==> config.mk <==
export PLATFORM = sky130hd
export DESIGN_NAME = scatter_step_schedule
export DESIGN_NICKNAME = d
export VERILOG_FILES = /design/src/rtl/ssched_pkg.sv /design/src/rtl/scatter_step_schedule.sv /design/src/rtl/ssched_modu.sv
export SDC_FILE = /design/constraint.sdc
export NUM_CORES = 1
export LEC_CHECK = 0
export ABC_AREA = 1
export BUFFER_PORTS_ARGS = -buffer_cell sky130_fd_sc_hd__buf_4
export CAP_MARGIN = 20
export CORE_UTILIZATION = 35
export CTS_CLUSTER_SIZE = 28
export DETAILED_ROUTE_END_ITERATION = 10
export GPL_TIMING_DRIVEN = 1
export SLEW_MARGIN = 10
export SYNTH_ARGS = -nofsm -noshare
export SYNTH_HDL_FRONTEND = slang
export SYNTH_SLANG_ARGS = --single-unit
==> constraint.sdc <==
create_clock -name i_clk -period 6.3 [get_ports i_clk]
set_input_delay 1.89 -clock i_clk [delete_from_list [all_inputs] [get_ports i_clk]]
set_output_delay 1.89 -clock i_clk [all_outputs]
set_load 0.01 [all_outputs]
==> src/rtl/ssched_pkg.sv <==
// ----------------------------------------------------------------------------
// ssched_pkg
// Shared widths and register indexes for the scatter step schedule block.
// ----------------------------------------------------------------------------
package ssched_pkg;

    localparam int N_W           = 7;   // group size and reduced positions
    localparam int POS_W         = 6;   // position fields
    localparam int STEP_W        = 3;   // step number and step total
    localparam int DV_W          = 9;   // dividend of the remainder unit, holds 2^8
    localparam int KW            = $clog2(DV_W);
    localparam int CNT_W         = 6;   // slice count field
    localparam int MAX_RESULTS   = 32;
    localparam int DEF_MAX_RANKS = 64;

    localparam int CFG_IDX_W  = 2;
    localparam int CFG_DATA_W = 7;

    localparam logic [CFG_IDX_W-1:0] CFG_RANK_COUNT    = CFG_IDX_W'(0);
    localparam logic [CFG_IDX_W-1:0] CFG_OWN_POSITION  = CFG_IDX_W'(1);
    localparam logic [CFG_IDX_W-1:0] CFG_ROOT_POSITION = CFG_IDX_W'(2);
    localparam logic [CFG_IDX_W-1:0] CFG_STEP_TOTAL    = CFG_IDX_W'(3);

endpackage

==> src/rtl/scatter_step_schedule.sv <==
// ----------------------------------------------------------------------------
// scatter_step_schedule
// Per-step role, partner and slice list for a binomial-tree scatter.
//
// Configure rank_count, own_position, root_position and step_total through
// i_cfg_we / i_cfg_idx / i_cfg_data while the block is idle. Each beat on the
// slave stream carries a step number; the block answers with one beat per
// slice moved at that step (tuser: direction, tdata: partner, slice index,
// slice count), tlast on the final beat. An idle step gives a single beat
// with direction idle and zero fields.
// Four reductions modulo the group size run one after another on one shared
// remainder unit before the first result beat; a receive step runs one more
// reduction for the partner. Beats then follow one per cycle while
// m_axis_tready is high, up to 32. s_axis_tready is high only when no item
// is in flight, so a new step is not taken until its last result beat is out.
// Reset clears the handshake state and loads the register reset values.
// A stall on m_axis_tready holds the current beat and pauses the slice walk.
// ----------------------------------------------------------------------------
module scatter_step_schedule
    import ssched_pkg::*;
#(
    parameter int MAX_RANKS = DEF_MAX_RANKS
) (
    input  logic                  i_clk,
    input  logic                  i_rst_n,
    input  logic                  i_cfg_we,
    input  logic [CFG_IDX_W-1:0]  i_cfg_idx,
    input  logic [CFG_DATA_W-1:0] i_cfg_data,
    input  logic                  s_axis_tvalid,
    output logic                  s_axis_tready,
    input  logic [7:0]            s_axis_tdata,   // [2:0] step_number
    output logic                  m_axis_tvalid,
    input  logic                  m_axis_tready,
    output logic [23:0]           m_axis_tdata,   // [5:0] partner_position,
                                                  // [11:6] slice_index,
                                                  // [17:12] slice_count
    output logic [1:0]            m_axis_tuser,   // [1:0] direction
    output logic                  m_axis_tlast
);

    localparam int MaxSat = (MAX_RANKS > (1 << N_W) - 1) ? (1 << N_W) - 1 : MAX_RANKS;

    typedef enum logic [1:0] {ST_IDLE, ST_RUN, ST_DECIDE, ST_EMIT} t_state;
    typedef enum logic [2:0] {OP_OWN, OP_ROOT, OP_PAIR, OP_STEP, OP_RPART} t_op;
    typedef enum logic [1:0] {DIR_IDLE = 2'd0, DIR_SEND = 2'd1, DIR_RECV = 2'd2} t_dir;

    // configuration
    logic [N_W-1:0]    r_rank_count;
    logic [POS_W-1:0]  r_own_position;
    logic [POS_W-1:0]  r_root_position;
    logic [STEP_W-1:0] r_step_total;

    always_ff @(posedge i_clk) begin
        if (!i_rst_n) begin
            r_rank_count    <= N_W'(1);
            r_own_position  <= '0;
            r_root_position <= '0;
            r_step_total    <= '0;
        end else if (i_cfg_we) begin
            case (i_cfg_idx)
                CFG_RANK_COUNT:    r_rank_count    <= i_cfg_data[N_W-1:0];
                CFG_OWN_POSITION:  r_own_position  <= i_cfg_data[POS_W-1:0];
                CFG_ROOT_POSITION: r_root_position <= i_cfg_data[POS_W-1:0];
                CFG_STEP_TOTAL:    r_step_total    <= i_cfg_data[STEP_W-1:0];
                default: ;
            endcase
        end
    end

    t_state            r_state;
    t_op               r_op;
    logic [STEP_W-1:0] r_s;
    logic [N_W-1:0]    r_own;
    logic [N_W-1:0]    r_root;
    logic [N_W-1:0]    r_pairm;
    logic [N_W-1:0]    r_stepm;
    t_dir              r_dir;
    logic [N_W-1:0]    r_partner;
    logic [N_W-1:0]    r_idx;
    logic [CNT_W-1:0]  r_count;
    logic [CNT_W-1:0]  r_left;
    logic              r_tvalid;

    logic [N_W-1:0]    n_eff;
    logic [DV_W-1:0]   pair;
    logic [DV_W-1:0]   slice_step;
    logic              accept;
    logic              out_beat;
    logic              mod_start;
    logic [DV_W-1:0]   mod_dvd;
    logic              mod_done;
    logic [N_W-1:0]    mod_rem;

    always_comb begin
        if (r_rank_count == '0) begin
            n_eff = N_W'(1);
        end else if (r_rank_count > N_W'(MaxSat)) begin
            n_eff = N_W'(MaxSat);
        end else begin
            n_eff = r_rank_count;
        end
    end

    assign pair       = DV_W'(1) << r_s;
    assign slice_step = DV_W'(1) << ({1'b0, r_s} + 4'd1);
    assign accept     = s_axis_tvalid && s_axis_tready;
    assign out_beat   = r_tvalid && m_axis_tready;

    // role decision
    logic              pow2;
    logic              shortened;
    logic [DV_W-1:0]   members;
    logic [N_W:0]      delta_raw;
    logic [N_W-1:0]    delta;
    logic              is_send;
    logic              is_recv;
    logic [N_W:0]      psend_raw;
    logic [N_W-1:0]    psend;
    logic [DV_W-1:0]   slices;
    logic [CNT_W-1:0]  count;
    logic [N_W:0]      step_raw;
    logic [N_W-1:0]    n_idx;

    always_comb begin
        pow2      = (n_eff & (n_eff - N_W'(1))) == '0;
        shortened = !pow2 && (r_step_total != '0) && (r_s == r_step_total - STEP_W'(1));
        if (!shortened) begin
            members = pair;
        end else if (DV_W'(n_eff) > pair) begin
            members = DV_W'(n_eff) - pair;
        end else begin
            members = '0;
        end

        delta_raw = (N_W+1)'(r_root) + (N_W+1)'(n_eff) - (N_W+1)'(r_own);
        delta     = (delta_raw >= (N_W+1)'(n_eff)) ?
                    N_W'(delta_raw - (N_W+1)'(n_eff)) : delta_raw[N_W-1:0];
        is_send   = DV_W'(delta) < members;
        is_recv   = (DV_W'(delta) >= pair) && (DV_W'(delta) < members + pair);

        psend_raw = (N_W+1)'(r_own) + (N_W+1)'(n_eff) - (N_W+1)'(r_pairm);
        psend     = (psend_raw >= (N_W+1)'(n_eff)) ?
                    N_W'(psend_raw - (N_W+1)'(n_eff)) : psend_raw[N_W-1:0];

        slices = (DV_W'(n_eff) - DV_W'(1) + pair) >> ({1'b0, r_s} + 4'd1);
        count  = (slices > DV_W'(MAX_RESULTS)) ? CNT_W'(MAX_RESULTS) : slices[CNT_W-1:0];

        // next slice: step back by 2^(s+1) modulo the group size
        step_raw = (N_W+1)'(r_idx) + (N_W+1)'(n_eff) - (N_W+1)'(r_stepm);
        n_idx    = (step_raw >= (N_W+1)'(n_eff)) ?
                   N_W'(step_raw - (N_W+1)'(n_eff)) : step_raw[N_W-1:0];
    end

    // operand for the remainder unit
    always_comb begin
        mod_start = 1'b0;
        mod_dvd   = '0;
        case (r_state)
            ST_IDLE: begin
                mod_start = accept;
                mod_dvd   = DV_W'(r_own_position);
            end
            ST_RUN: begin
                if (mod_done) begin
                    case (r_op)
                        OP_OWN: begin
                            mod_start = 1'b1;
                            mod_dvd   = DV_W'(r_root_position);
                        end
                        OP_ROOT: begin
                            mod_start = 1'b1;
                            mod_dvd   = pair;
                        end
                        OP_PAIR: begin
                            mod_start = 1'b1;
                            mod_dvd   = slice_step;
                        end
                        default: ;
                    endcase
                end
            end
            ST_DECIDE: begin
                mod_start = is_recv && !is_send;
                mod_dvd   = DV_W'(r_own) + pair;
            end
            default: ;
        endcase
    end

    ssched_modu u_modu (
        .i_clk      (i_clk),
        .i_rst_n    (i_rst_n),
        .i_start    (mod_start),
        .i_dividend (mod_dvd),
        .i_divisor  (n_eff),
        .o_done     (mod_done),
        .o_rem      (mod_rem)
    );

    always_ff @(posedge i_clk) begin
        if (!i_rst_n) begin
            r_state  <= ST_IDLE;
            r_tvalid <= 1'b0;
        end else begin
            case (r_state)
                ST_IDLE: begin
                    if (accept) begin
                        r_s     <= s_axis_tdata[STEP_W-1:0];
                        r_op    <= OP_OWN;
                        r_state <= ST_RUN;
                    end
                end
                ST_RUN: begin
                    if (mod_done) begin
                        case (r_op)
                            OP_OWN: begin
                                r_own <= mod_rem;
                                r_op  <= OP_ROOT;
                            end
                            OP_ROOT: begin
                                r_root <= mod_rem;
                                r_op   <= OP_PAIR;
                            end
                            OP_PAIR: begin
                                r_pairm <= mod_rem;
                                r_op    <= OP_STEP;
                            end
                            OP_STEP: begin
                                r_stepm <= mod_rem;
                                r_state <= ST_DECIDE;
                            end
                            OP_RPART: begin
                                r_partner <= mod_rem;
                                r_tvalid  <= 1'b1;
                                r_state   <= ST_EMIT;
                            end
                            default: r_state <= ST_IDLE;
                        endcase
                    end
                end
                ST_DECIDE: begin
                    if (is_send) begin
                        r_dir     <= DIR_SEND;
                        r_partner <= psend;
                        r_count   <= count;
                        r_left    <= (count == '0) ? CNT_W'(1) : count;
                        r_idx     <= (count == '0) ? '0 : psend;
                        r_tvalid  <= 1'b1;
                        r_state   <= ST_EMIT;
                    end else if (is_recv) begin
                        r_dir     <= DIR_RECV;
                        r_partner <= '0;
                        r_count   <= count;
                        r_left    <= (count == '0) ? CNT_W'(1) : count;
                        r_idx     <= (count == '0) ? '0 : r_own;
                        r_op      <= OP_RPART;
                        r_state   <= ST_RUN;
                    end else begin
                        r_dir     <= DIR_IDLE;
                        r_partner <= '0;
                        r_count   <= '0;
                        r_left    <= CNT_W'(1);
                        r_idx     <= '0;
                        r_tvalid  <= 1'b1;
                        r_state   <= ST_EMIT;
                    end
                end
                ST_EMIT: begin
                    if (out_beat) begin
                        if (r_left == CNT_W'(1)) begin
                            r_tvalid <= 1'b0;
                            r_state  <= ST_IDLE;
                        end else begin
                            r_left <= r_left - CNT_W'(1);
                            r_idx  <= n_idx;
                        end
                    end
                end
                default: begin
                    r_tvalid <= 1'b0;
                    r_state  <= ST_IDLE;
                end
            endcase
        end
    end

    assign s_axis_tready = (r_state == ST_IDLE);
    assign m_axis_tvalid = r_tvalid;
    assign m_axis_tuser  = r_dir;
    assign m_axis_tlast  = (r_left == CNT_W'(1));
    assign m_axis_tdata  = {6'b0, r_count, r_idx[POS_W-1:0], r_partner[POS_W-1:0]};

    // no new step is taken while result beats are pending
    a_no_accept_while_out: assert property (@(posedge i_clk) disable iff (!i_rst_n)
        s_axis_tready |-> !m_axis_tvalid)
        else $error("input ready while result beat pending");

    // a step with no slices gives exactly one beat
    a_empty_is_last: assert property (@(posedge i_clk) disable iff (!i_rst_n)
        (m_axis_tvalid && r_count == '0) |-> m_axis_tlast)
        else $error("zero-slice step not closed by a single beat");

    // idle beats carry no partner and no slice
    a_idle_zero: assert property (@(posedge i_clk) disable iff (!i_rst_n)
        (m_axis_tvalid && r_dir == DIR_IDLE) |->
            (r_partner == '0 && r_idx == '0 && r_count == '0))
        else $error("idle beat with nonzero fields");

    // the slice walk stays inside the group
    a_idx_in_group: assert property (@(posedge i_clk) disable iff (!i_rst_n)
        m_axis_tvalid |-> (r_idx < n_eff && r_partner < n_eff))
        else $error("slice index or partner outside the group");

    // a beat count never exceeds the capped slice count
    a_left_bound: assert property (@(posedge i_clk) disable iff (!i_rst_n)
        (m_axis_tvalid && r_count != '0) |-> (r_left <= r_count && r_left != '0))
        else $error("remaining beat count out of range");

endmodule

==> src/rtl/ssched_modu.sv <==
// ----------------------------------------------------------------------------
// ssched_modu
// Restoring remainder unit: dividend mod divisor, one trial subtract per cycle.
// ----------------------------------------------------------------------------
module ssched_modu
    import ssched_pkg::*;
(
    input  logic             i_clk,
    input  logic             i_rst_n,
    input  logic             i_start,
    input  logic [DV_W-1:0]  i_dividend,
    input  logic [N_W-1:0]   i_divisor,
    output logic             o_done,
    output logic [N_W-1:0]   o_rem
);

    logic                  r_busy;
    logic [KW-1:0]         r_k;
    logic [DV_W-1:0]       r_rem;

    logic [DV_W+N_W-1:0]   shifted;
    logic                  fits;
    logic [DV_W-1:0]       n_rem;

    always_comb begin
        shifted = (DV_W+N_W)'(i_divisor) << r_k;
        fits    = (DV_W+N_W)'(r_rem) >= shifted;
        n_rem   = fits ? (r_rem - shifted[DV_W-1:0]) : r_rem;
    end

    // remainder is final on the cycle the last bit position is tried
    assign o_done = r_busy && (r_k == '0);
    assign o_rem  = n_rem[N_W-1:0];

    always_ff @(posedge i_clk) begin
        if (!i_rst_n) begin
            r_busy <= 1'b0;
        end else if (i_start) begin
            r_busy <= 1'b1;
            r_k    <= KW'(DV_W-1);
            r_rem  <= i_dividend;
        end else if (r_busy) begin
            r_rem <= n_rem;
            r_k   <= r_k - KW'(1);
            if (r_k == '0) begin
                r_busy <= 1'b0;
            end
        end
    end

endmodule
==> results_dict.tcl, run 1 <==
set metrics [dict create \
    top_level_ports 51 \
    drt_iter0_markers 886 \
    fin_cells 1893 \
    slew_violations 0 \
    leakagePower_uw 0.00577 \
    synth_edf_count 74 \
    numCtsBuffers 9 \
    r2r-end "u_modu.r_k[2]" \
    cp_slowest_cell "fa_1" \
    fin_tns_setup_ns 0 \
    grt_pass1_wl_mm 47.6 \
    status "finished, final reports clean" \
    placed_cell_area_mm2 0.0113 \
    power_switching_uw 1270 \
    drt_pass1_iterations 6 \
    period_needed_ns 5.87 \
    p_int_uw 1630 \
    fin_crit_sh 0.932 \
    detail-route-antenna-nets 0 \
    r2r_cells 35 \
    multi_input_area_mm2 0.00664 \
    syn_area_per_cell_um2 7.22 \
    crit_type "flop to flop" \
    cp.depth 35 \
    syn_area_mm2 0.0104 \
    n_fill_cell 3026 \
    rsz0062_at_grt "no" \
    cp_data_required_time_ns 6.37 \
    path_buf_inv 7 \
    slew_headroom 0.279 \
    yosysTopAreaCell "edfxtp_1" \
    yosysMostFrequentCell "nand2_1" \
    post_drt_wl_per_cell_um 15.7 \
    fin_hold_ws_ns 0.471 \
    grt_pass1_vias 9127 \
    setup_viol 0 \
    layout-drive-gt1-share 0.0908 \
    fmax_mhz 170 \
    ir_drop_v 0.000156 \
    swShare 0.438 \
    endpoint_kind "flop" \
    cpPeakStageDelay_ns 0.41 \
    cts-htree-levels 3 \
    ys_ff_latch 100 \
    critPathMostFrequentCell "nand2_1" \
    antenna_found_initial 0 \
    hold_viol 0 \
    grt_start_max_net_pins 29 \
    fin_area_mm2 0.0117 \
    numPortBuffers 39 \
    die_area_mm2 0.0305 \
    power_frac_comb 0.505 \
    dpl.cell_count 1872 \
    nets 1677 \
    cp.arrival_ns 5.94 \
    seq_power_share 0.293 \
    root_buffer "clkbuf_16" \
    path_clk_slew_ns 0.07 \
    ys_types 55 \
    synthArstFlopShare 0 \
    cts_tree "done" \
    crit_start "r_rank_count[4]" \
    clock_sinks 100 \
    core_area_mm2 0.0290 \
    area_growth_pct 11.8 \
    route.detailed.drc 0 \
    worst_pin_slew_ns 1.07 \
    grt_overflow 0 \
    r2r_setup_slack_ns 0.43 \
    register_area_mm2 0.00274 \
    crit_fanout 12 \
    die_h_um 175 \
    globalplace.congestion 0.935 \
    clk_latency_ns 0.36 \
    p_clk_frac 0.202 \
    maxCapViolCount 0 \
    ys_seq_area_frac 0.263 \
    num_rows 62 \
    worstHoldStart "r_rank_count[5]" \
    start_util 0.360 \
    insertedDiodeCount 0 \
    setup.worst_path.end "u_modu.r_k[2]" \
    routed_wirelength_mm 29.7 \
    vias_per_cell 5.05 \
    crit_family "simple AND/OR/NAND/NOR gates" \
    startpoint_type "flop" \
    dp_hpwl_mm 23.6 \
    cellPowerDensity_mw_per_mm2 248 \
    post-route-util 0.402 \
    syn-instance-count 1445 \
    rr_startpoint "r_rank_count[4]" \
    grt_usage 0.199 \
    skew_ns 0.0116 \
    ys_top_cells_by_area "edfxtp_1, ha_1, nand2_1" \
    via_count 9562 \
    synth_commonest_cells "nand2_1, inv_1, ha_1" \
    die_x_um 175 \
    synth_ff_type "edfxtp_1" \
    clockBufferDepth 2 \
    synth_top_area_share 0.213 \
    hp-class "flop to flop" \
    holdBufCountCts 0 \
    synth-warning-count 0 \
]
[power by group through the flow]
stage,sequential [µW],combinational [µW],clock [µW]
2_1_floorplan,847,1050,0
3_3_place_gp,864,1410,0
3_5_place_dp,864,1430,0
4_1_cts,849,1440,595
5_1_grt,856,1660,617
6_report,850,1460,585
[metal layers]
layer / part of all wire / vias up / global-route usage / routed length, µm
met2: 0.44 / 265 / 0.315 / 13100
li1: - / 4850 / - / -
met3: 0.061 / 38 / 0.0333 / 1820
met4: 0.020 / 0 / 0.0518 / 591
met5: 0 / - / 0 / 0
met1: 0.48 / 4409 / 0.280 / 14200
[final cells by class]
class | instances | share of cell area
multi-input combinational | 1076 | 0.569
sequential | 100 | 0.235
inverter | 240 | 0.0773
timing repair buffer | 78 | 0.0508
tap | 384 | 0.0412
clock buffer | 9 | 0.0193
clock inverter | 6 | 0.00708
[layout by cell type (no fill, tap or decap), types with 9 or more instances in the layout]
master	netlist	routed
edfxtp_1	74	74
o211ai_1	11	11
o21ai_0	79	79
dfxtp_1	26	26
fa_1	29	29
buf_4	12	76
ha_1	121	121
nand4_1	15	15
a21oi_1	88	86
inv_1	230	230
xnor2_1	17	17
clkbuf_16	0	9
nor3_1	16	16
nand3_1	112	111
xor2_1	34	34
nor2_1	120	118
nand2_1	345	343
[logic make-up (layout without fill, tap and decap cells)]
kind of cell / after synthesis / count (layout) / synth area share
AND/OR/NAND/NOR: 649 / 649 / 0.268
buffers and inverters: 275 / 333 / 0.107
AO/OA/AOI/OAI: 219 / 219 / 0.118
adder cells (fa/ha/maj): 150 / 150 / 0.201
flip-flops: 100 / 100 / 0.263
XOR/XNOR: 51 / 51 / 0.0428
other: 1 / 7 / 0.000359
[sequential cells by signal, indices dropped and copies added (netlist names)]
signal / flops
r_own_position: 6
r_stepm: 7
m_axis_tuser: 2
r_s: 3
r_root_position: 6
u_modu.r_k: 4
r_count: 6
r_step_total: 3
r_left: 6
r_op: 3
m_axis_tvalid: 1
r_pairm: 7
r_idx: 7
r_root: 7
u_modu.r_rem: 9
r_rank_count: 7
u_modu.r_busy: 1
r_own: 7
r_partner: 6
r_state: 2
[metrics by stage]
step           total power [µW]  worst slack, ns
2_1_floorplan              1890            0.472
3_3_place_gp               2270            0.289
3_5_place_dp               2300            0.252
4_1_cts                    2880            0.229
5_1_grt                    3140          0.00750
6_report                   2900            0.426
[worst min-delay path by stage]
stage	endpoint	slack (ns)	cells after the start
finish	r_rank_count[5]	0.47	2
global route	u_modu.r_busy	0.50	2
CTS	r_rank_count[5]	0.47	2
detailed placement	r_rank_count[5]	0.47	2
global placement	r_rank_count[5]	0.46	2
floorplan	r_rank_count[5]	0.44	2
[tightest hold or removal path: stages (launching register included)]
cell,delay (ns)
dfxtp_1,0.31
inv_1,0.06
a21oi_1,0.05
[repair_timing]
item / CTS / global route
setup buffers: 0 / 5
endpoints found under the setup margin: 0 / 49
resized for setup: 0 / 12
Note: power is estimated with default switching activity, not from simulation.
==> inputs of run 2 (changes only) <==
--- a/config.mk
+++ b/config.mk
@@ -12,6 +12,7 @@
 export CTS_CLUSTER_SIZE = 28
 export DETAILED_ROUTE_END_ITERATION = 10
 export GPL_TIMING_DRIVEN = 1
+export PLACE_DENSITY = 0.54
 export SLEW_MARGIN = 10
 export SYNTH_ARGS = -nofsm -noshare
 export SYNTH_HDL_FRONTEND = slang
==> run 2 against run 1 <==
Sequential share of layout area about the same. Wire length increased by 3.0%. Cell area increased by 0.14%. Cell count about the same. Combinational power about the same.
==> results_dict.tcl, run 2 (synthesis results as in run 1) <==
set metrics [dict create \
    largest_register_ffs 9 \
    grt_usage 0.202 \
    hold_viol 0 \
    start_util 0.360 \
    nets 1677 \
    crit_type "flop to flop" \
    placed_cell_area_mm2 0.0113 \
    drt_pass1_iterations 5 \
    cts_tree "done" \
    vias_per_cell 5.01 \
    route.detailed.drc 0 \
    numCtsBuffers 9 \
    core_area_mm2 0.0290 \
    clock_sinks 100 \
    dp_hpwl_mm 24.5 \
    fin_area_mm2 0.0117 \
    fin_tns_setup_ns 0 \
    p_int_uw 1610 \
    grt_pass1_wl_mm 48.0 \
    cts-htree-levels 3 \
    final_common_cell "nand2_1" \
    swShare 0.448 \
    total_power_uw 2920 \
    clockBufferDepth 2 \
    startpoint_type "flop" \
    cp_data_required_time_ns 6.36 \
    cellPowerDensity_mw_per_mm2 250 \
    crit_start "r_rank_count[3]" \
    slew_headroom 0.302 \
    area_growth_pct 11.9 \
    ir_drop_v 0.000147 \
    maxCapViolCount 0 \
    crit_family "simple AND/OR/NAND/NOR gates" \
    p_clk_frac 0.196 \
    worst_pin_slew_ns 1.04 \
    root_buffer "clkbuf_16" \
    grt_overflow 0 \
    cp.arrival_ns 5.92 \
    num_rows 62 \
    top_level_ports 51 \
    skew_ns 0.0183 \
    grt_start_max_net_pins 29 \
    pre_cts_ws_ns 0.313 \
    setup_viol 0 \
    power_switching_uw 1310 \
    status "finished, final reports clean" \
    r2r_setup_slack_ns 0.44 \
    endpoint_kind "flop" \
    antenna_found_initial 0 \
    layout-drive-gt1-share 0.0914 \
    cpPeakStageDelay_ns 0.41 \
    dpl.cell_count 1877 \
    rr_startpoint "r_rank_count[3]" \
    routed_wirelength_mm 30.6 \
    worstHoldStart "u_modu.r_busy" \
    path_clk_slew_ns 0.07 \
    critPathMostFrequentCell "nand2_1" \
    fmax_mhz 171 \
    leakagePower_uw 0.00578 \
    final_cell_mix "nand2_1, inv_1, ha_1, nor2_1, nand3_1" \
    post_drt_wl_per_cell_um 16.1 \
    die_area_mm2 0.0305 \
    fin_crit_sh 0.930 \
    cp_slowest_cell "fa_1" \
    hp-class "flop to flop" \
    numPortBuffers 39 \
    die_h_um 175 \
    drt_iter0_markers 698 \
    seq_power_share 0.292 \
    clk_latency_ns 0.36 \
    path_buf_inv 8 \
    insertedDiodeCount 0 \
    via_count 9489 \
    setup_slack_ns 0.442 \
    detail-route-antenna-nets 0 \
    period_needed_ns 5.86 \
    top_register "u_modu.r_rem" \
    crit_fanout 12 \
    grt_pass1_vias 8988 \
    fin_cells 1894 \
    power_frac_comb 0.511 \
    globalplace.congestion 0.888 \
    slew_violations 0 \
    die_x_um 175 \
]
## run 2: cell types whose count changed in the layout (fill, tap and decap cells not counted), sizes merged
cell    before  now
clkinv       4    6
bufinv       1    0
## run 2: area by class of cell
type / count / area, µm²
multi-input cells: 1076 / 6650
repair buffers: 78 / 602
clock inverters: 7 / 80.1
inverters: 240 / 902
clock buffers: 9 / 225
well taps: 384 / 480
flip-flops and latches: 100 / 2740
fillers: 3116 / 17300
## run 2: metrics by stage
stage,hold WS [ns],util
2_1_floorplan,0.444,-
3_3_place_gp,0.463,0.390
3_5_place_dp,0.465,0.390
4_1_cts,0.476,0.401
5_1_grt,0.507,0.403
6_report,0.480,0.403
## run 2: power by group through the flow
stage	registers [µW]	logic, µW	clock network, µW
global route	860	1690	601
floorplan	847	1050	0
global placement	869	1450	0
CTS	854	1480	582
detailed placement	869	1470	0
finish	854	1490	573
## run 2: repair_timing
item | 4_1_cts | 5_1_grt
endpoints found under the setup margin | 0 | 45
resized for setup | 0 | 10
buffers inserted | 0 | 1
hold buffers | 0 | 0
## run 2: routing by layer
layer | GRT usage | vias to the layer above | share of wire
met1 | 0.288 | 4384 | 0.49
li1 | - | 4847 | -
met4 | 0.0442 | 0 | 0.019
met5 | 0 | - | 0
met3 | 0.0274 | 33 | 0.046
met2 | 0.325 | 225 | 0.45
## run 2: worst reg2reg max path: cells and delay by family, from the launching register on
kind | cells | cell delay [ns]
AO/OA/AOI/OAI | 3 | 0.39
adder cells (fa/ha/maj) | 5 | 1.50
buffers and inverters | 8 | 0.79
flip-flops | 1 | 0.33
AND/OR/NAND/NOR | 21 | 2.58
## run 2: worst paths after layout
path / end / cells after the start
max: u_modu.r_rem[4] / 37
min: u_modu.r_busy / 2
max reg2reg: u_modu.r_rem[4] / 37
min reg2reg: u_modu.r_busy / 2
==> inputs of run 3 (changes only) <==
--- a/config.mk
+++ b/config.mk
@@ -12,7 +12,7 @@
 export CTS_CLUSTER_SIZE = 28
 export DETAILED_ROUTE_END_ITERATION = 10
 export GPL_TIMING_DRIVEN = 1
-export PLACE_DENSITY = 0.54
+export PLACE_DENSITY = 0.52
 export SLEW_MARGIN = 10
 export SYNTH_ARGS = -nofsm -noshare
 export SYNTH_HDL_FRONTEND = slang
==> constraint.sdc (replaced) <==
create_clock -name i_clk -period 6.34 [get_ports i_clk]
set_input_delay 1.902 -clock i_clk [delete_from_list [all_inputs] [get_ports i_clk]]
set_output_delay 1.902 -clock i_clk [all_outputs]
set_load 0.01 [all_outputs]
==> run 3 against run 2 <==
Critical path depth is 6 lower. Flip-flop and latch count stayed put. Sequential power is 0.5% lower. Largest cell class unchanged. Count of clock-buffer cells in the layout stayed put.
==> results_dict.tcl, run 3 (synthesis results as in run 1) <==
set metrics [dict create \
    met1_length_mm 15.1 \
    numPortBuffers 39 \
    detail-route-antenna-nets 0 \
    crit_type "flop to flop" \
    leakagePower_uw 0.00580 \
    crit_start "r_s[1]" \
    top_level_ports 51 \
    grt_usage 0.207 \
    root_buffer "clkbuf_16" \
    clk_latency_ns 0.36 \
    status "finished, final reports clean" \
    vias_per_cell 5.00 \
    path_clk_slew_ns 0.08 \
    worst_pin_slew_ns 1.13 \
    setup_viol 0 \
    routed_wirelength_mm 30.8 \
    area_growth_pct 12.1 \
    dp_hpwl_mm 24.8 \
    cellPowerDensity_mw_per_mm2 248 \
    n_fill_cell 3070 \
    antenna_found_initial 0 \
    die_x_um 175 \
    ir_drop_v 0.000127 \
    r2r_cells 31 \
    rsz0062_at_grt "no" \
    worstHoldStart "r_rank_count[5]" \
    core_area_mm2 0.0290 \
    grt_pass1_vias 9163 \
    final_common_cell "nand2_1" \
    start_util 0.360 \
    fmax_mhz 171 \
    cts_tree "done" \
    numCtsBuffers 9 \
    maxCapViolCount 0 \
    nets 1679 \
    layout-drive-gt1-share 0.0919 \
    cpPeakStageDelay_ns 0.58 \
    slew_headroom 0.239 \
    grt_pass1_wl_mm 49.4 \
    skew_ns 0.0161 \
    met3_length_mm 1.43 \
    hold_viol 0 \
    highest_layer "met4" \
    insertedDiodeCount 0 \
    crit_fanout 12 \
    top_register "u_modu.r_rem" \
    dr_wl_met2_mm 13.6 \
    period_needed_ns 5.86 \
    post_drt_wl_per_cell_um 16.3 \
    cts-htree-levels 3 \
    route.detailed.drc 0 \
    final_cell_mix "nand2_1, inv_1, ha_1, nor2_1, nand3_1" \
    cp.arrival_ns 5.92 \
    fin_crit_sh 0.924 \
    clock_sinks 100 \
    drt_iter0_markers 724 \
    fin_hold_ws_ns 0.481 \
    die_h_um 175 \
    slew_violations 0 \
    cp_data_required_time_ns 6.40 \
    hp-class "flop to flop" \
    grt_start_max_net_pins 29 \
    largest_register_ffs 9 \
    drt_pass1_iterations 5 \
    clockBufferDepth 2 \
    fin_tns_setup_ns 0 \
    grt_overflow 0 \
    die_area_mm2 0.0305 \
    cp_slowest_cell "edfxtp_1" \
    endpoint_kind "flop" \
    num_rows 62 \
    via_count 9489 \
    startpoint_type "flop" \
    hold_path_depth 2 \
    globalplace.congestion 0.912 \
    rr_startpoint "r_s[1]" \
]
[run 3: cell count changes in the layout (fill, tap and decap cells not counted), moves of 3 or more]
cell / previous run / this run
a21oi_2: 5 / 1
a21oi_1: 85 / 88
o21ai_0: 79 / 76
o21ai_1: 4 / 7
[run 3: timing repair]
item | CTS | global route
resized for setup | 0 | 15
endpoints found under the setup margin | 0 | 47
hold buffers | 0 | 0
buffers inserted | 0 | 5
[run 3: worst paths after layout]
kind	end	slack, ns
max	u_modu.r_rem[4]	0.48
min	r_rank_count[5]	0.48
max reg2reg	u_modu.r_rem[4]	0.48
min reg2reg	r_rank_count[5]	0.48
[run 3: report_power, final]
part / switching [µW] / total [µW] / internal, µW / leakage [µW]
clock network: 298 / 584 / 286 / 0.000152
logic: 965 / 1470 / 505 / 0.00475
registers: 42.2 / 850 / 807 / 0.000893
total: 1310 / 2900 / 1600 / 0.00580
[run 3: area by class of cell]
class / count / area (µm²) / share of cell area
timing repair buffer: 80 / 621 / 0.0530
inverter: 240 / 902 / 0.0771
clock buffer: 9 / 225 / 0.0192
clock inverter: 7 / 83.8 / 0.00716
sequential: 100 / 2740 / 0.234
multi-input combinational: 1076 / 6650 / 0.568
tap: 384 / 480 / 0.0411
[run 3: per-layer routing]
| layer | vias up | GRT usage |
|---|---|---|
| met4 | 0 | 0.0486 |
| met3 | 40 | 0.0311 |
| li1 | 4855 | - |
| met2 | 215 | 0.335 |
| met1 | 4379 | 0.290 |
| met5 | - | 0 |
[run 3: worst max-delay path: cells and delay by family (launching register included)]
family,cells,cell delay (ns)
compound gates,7,1.12
xor+xnor,1,0.15
fa+ha+maj,3,1.04
buf+inv,6,0.77
flops,1,0.58
simple gates,14,1.92
[run 3: per-stage QoR]
stage	total power (µW)	utilization	std cells	worst slack, ns	cell area [µm²]
after floorplan	1880	-	1451	0.512	10500
after global placement	2280	0.389	1874	0.266	11300
after detailed placement	2300	0.389	1874	0.255	11300
after CTS	2880	0.400	1890	0.219	11600
after global routing	3150	0.403	1896	0.0318	11700
final	2900	0.403	1896	0.481	11700
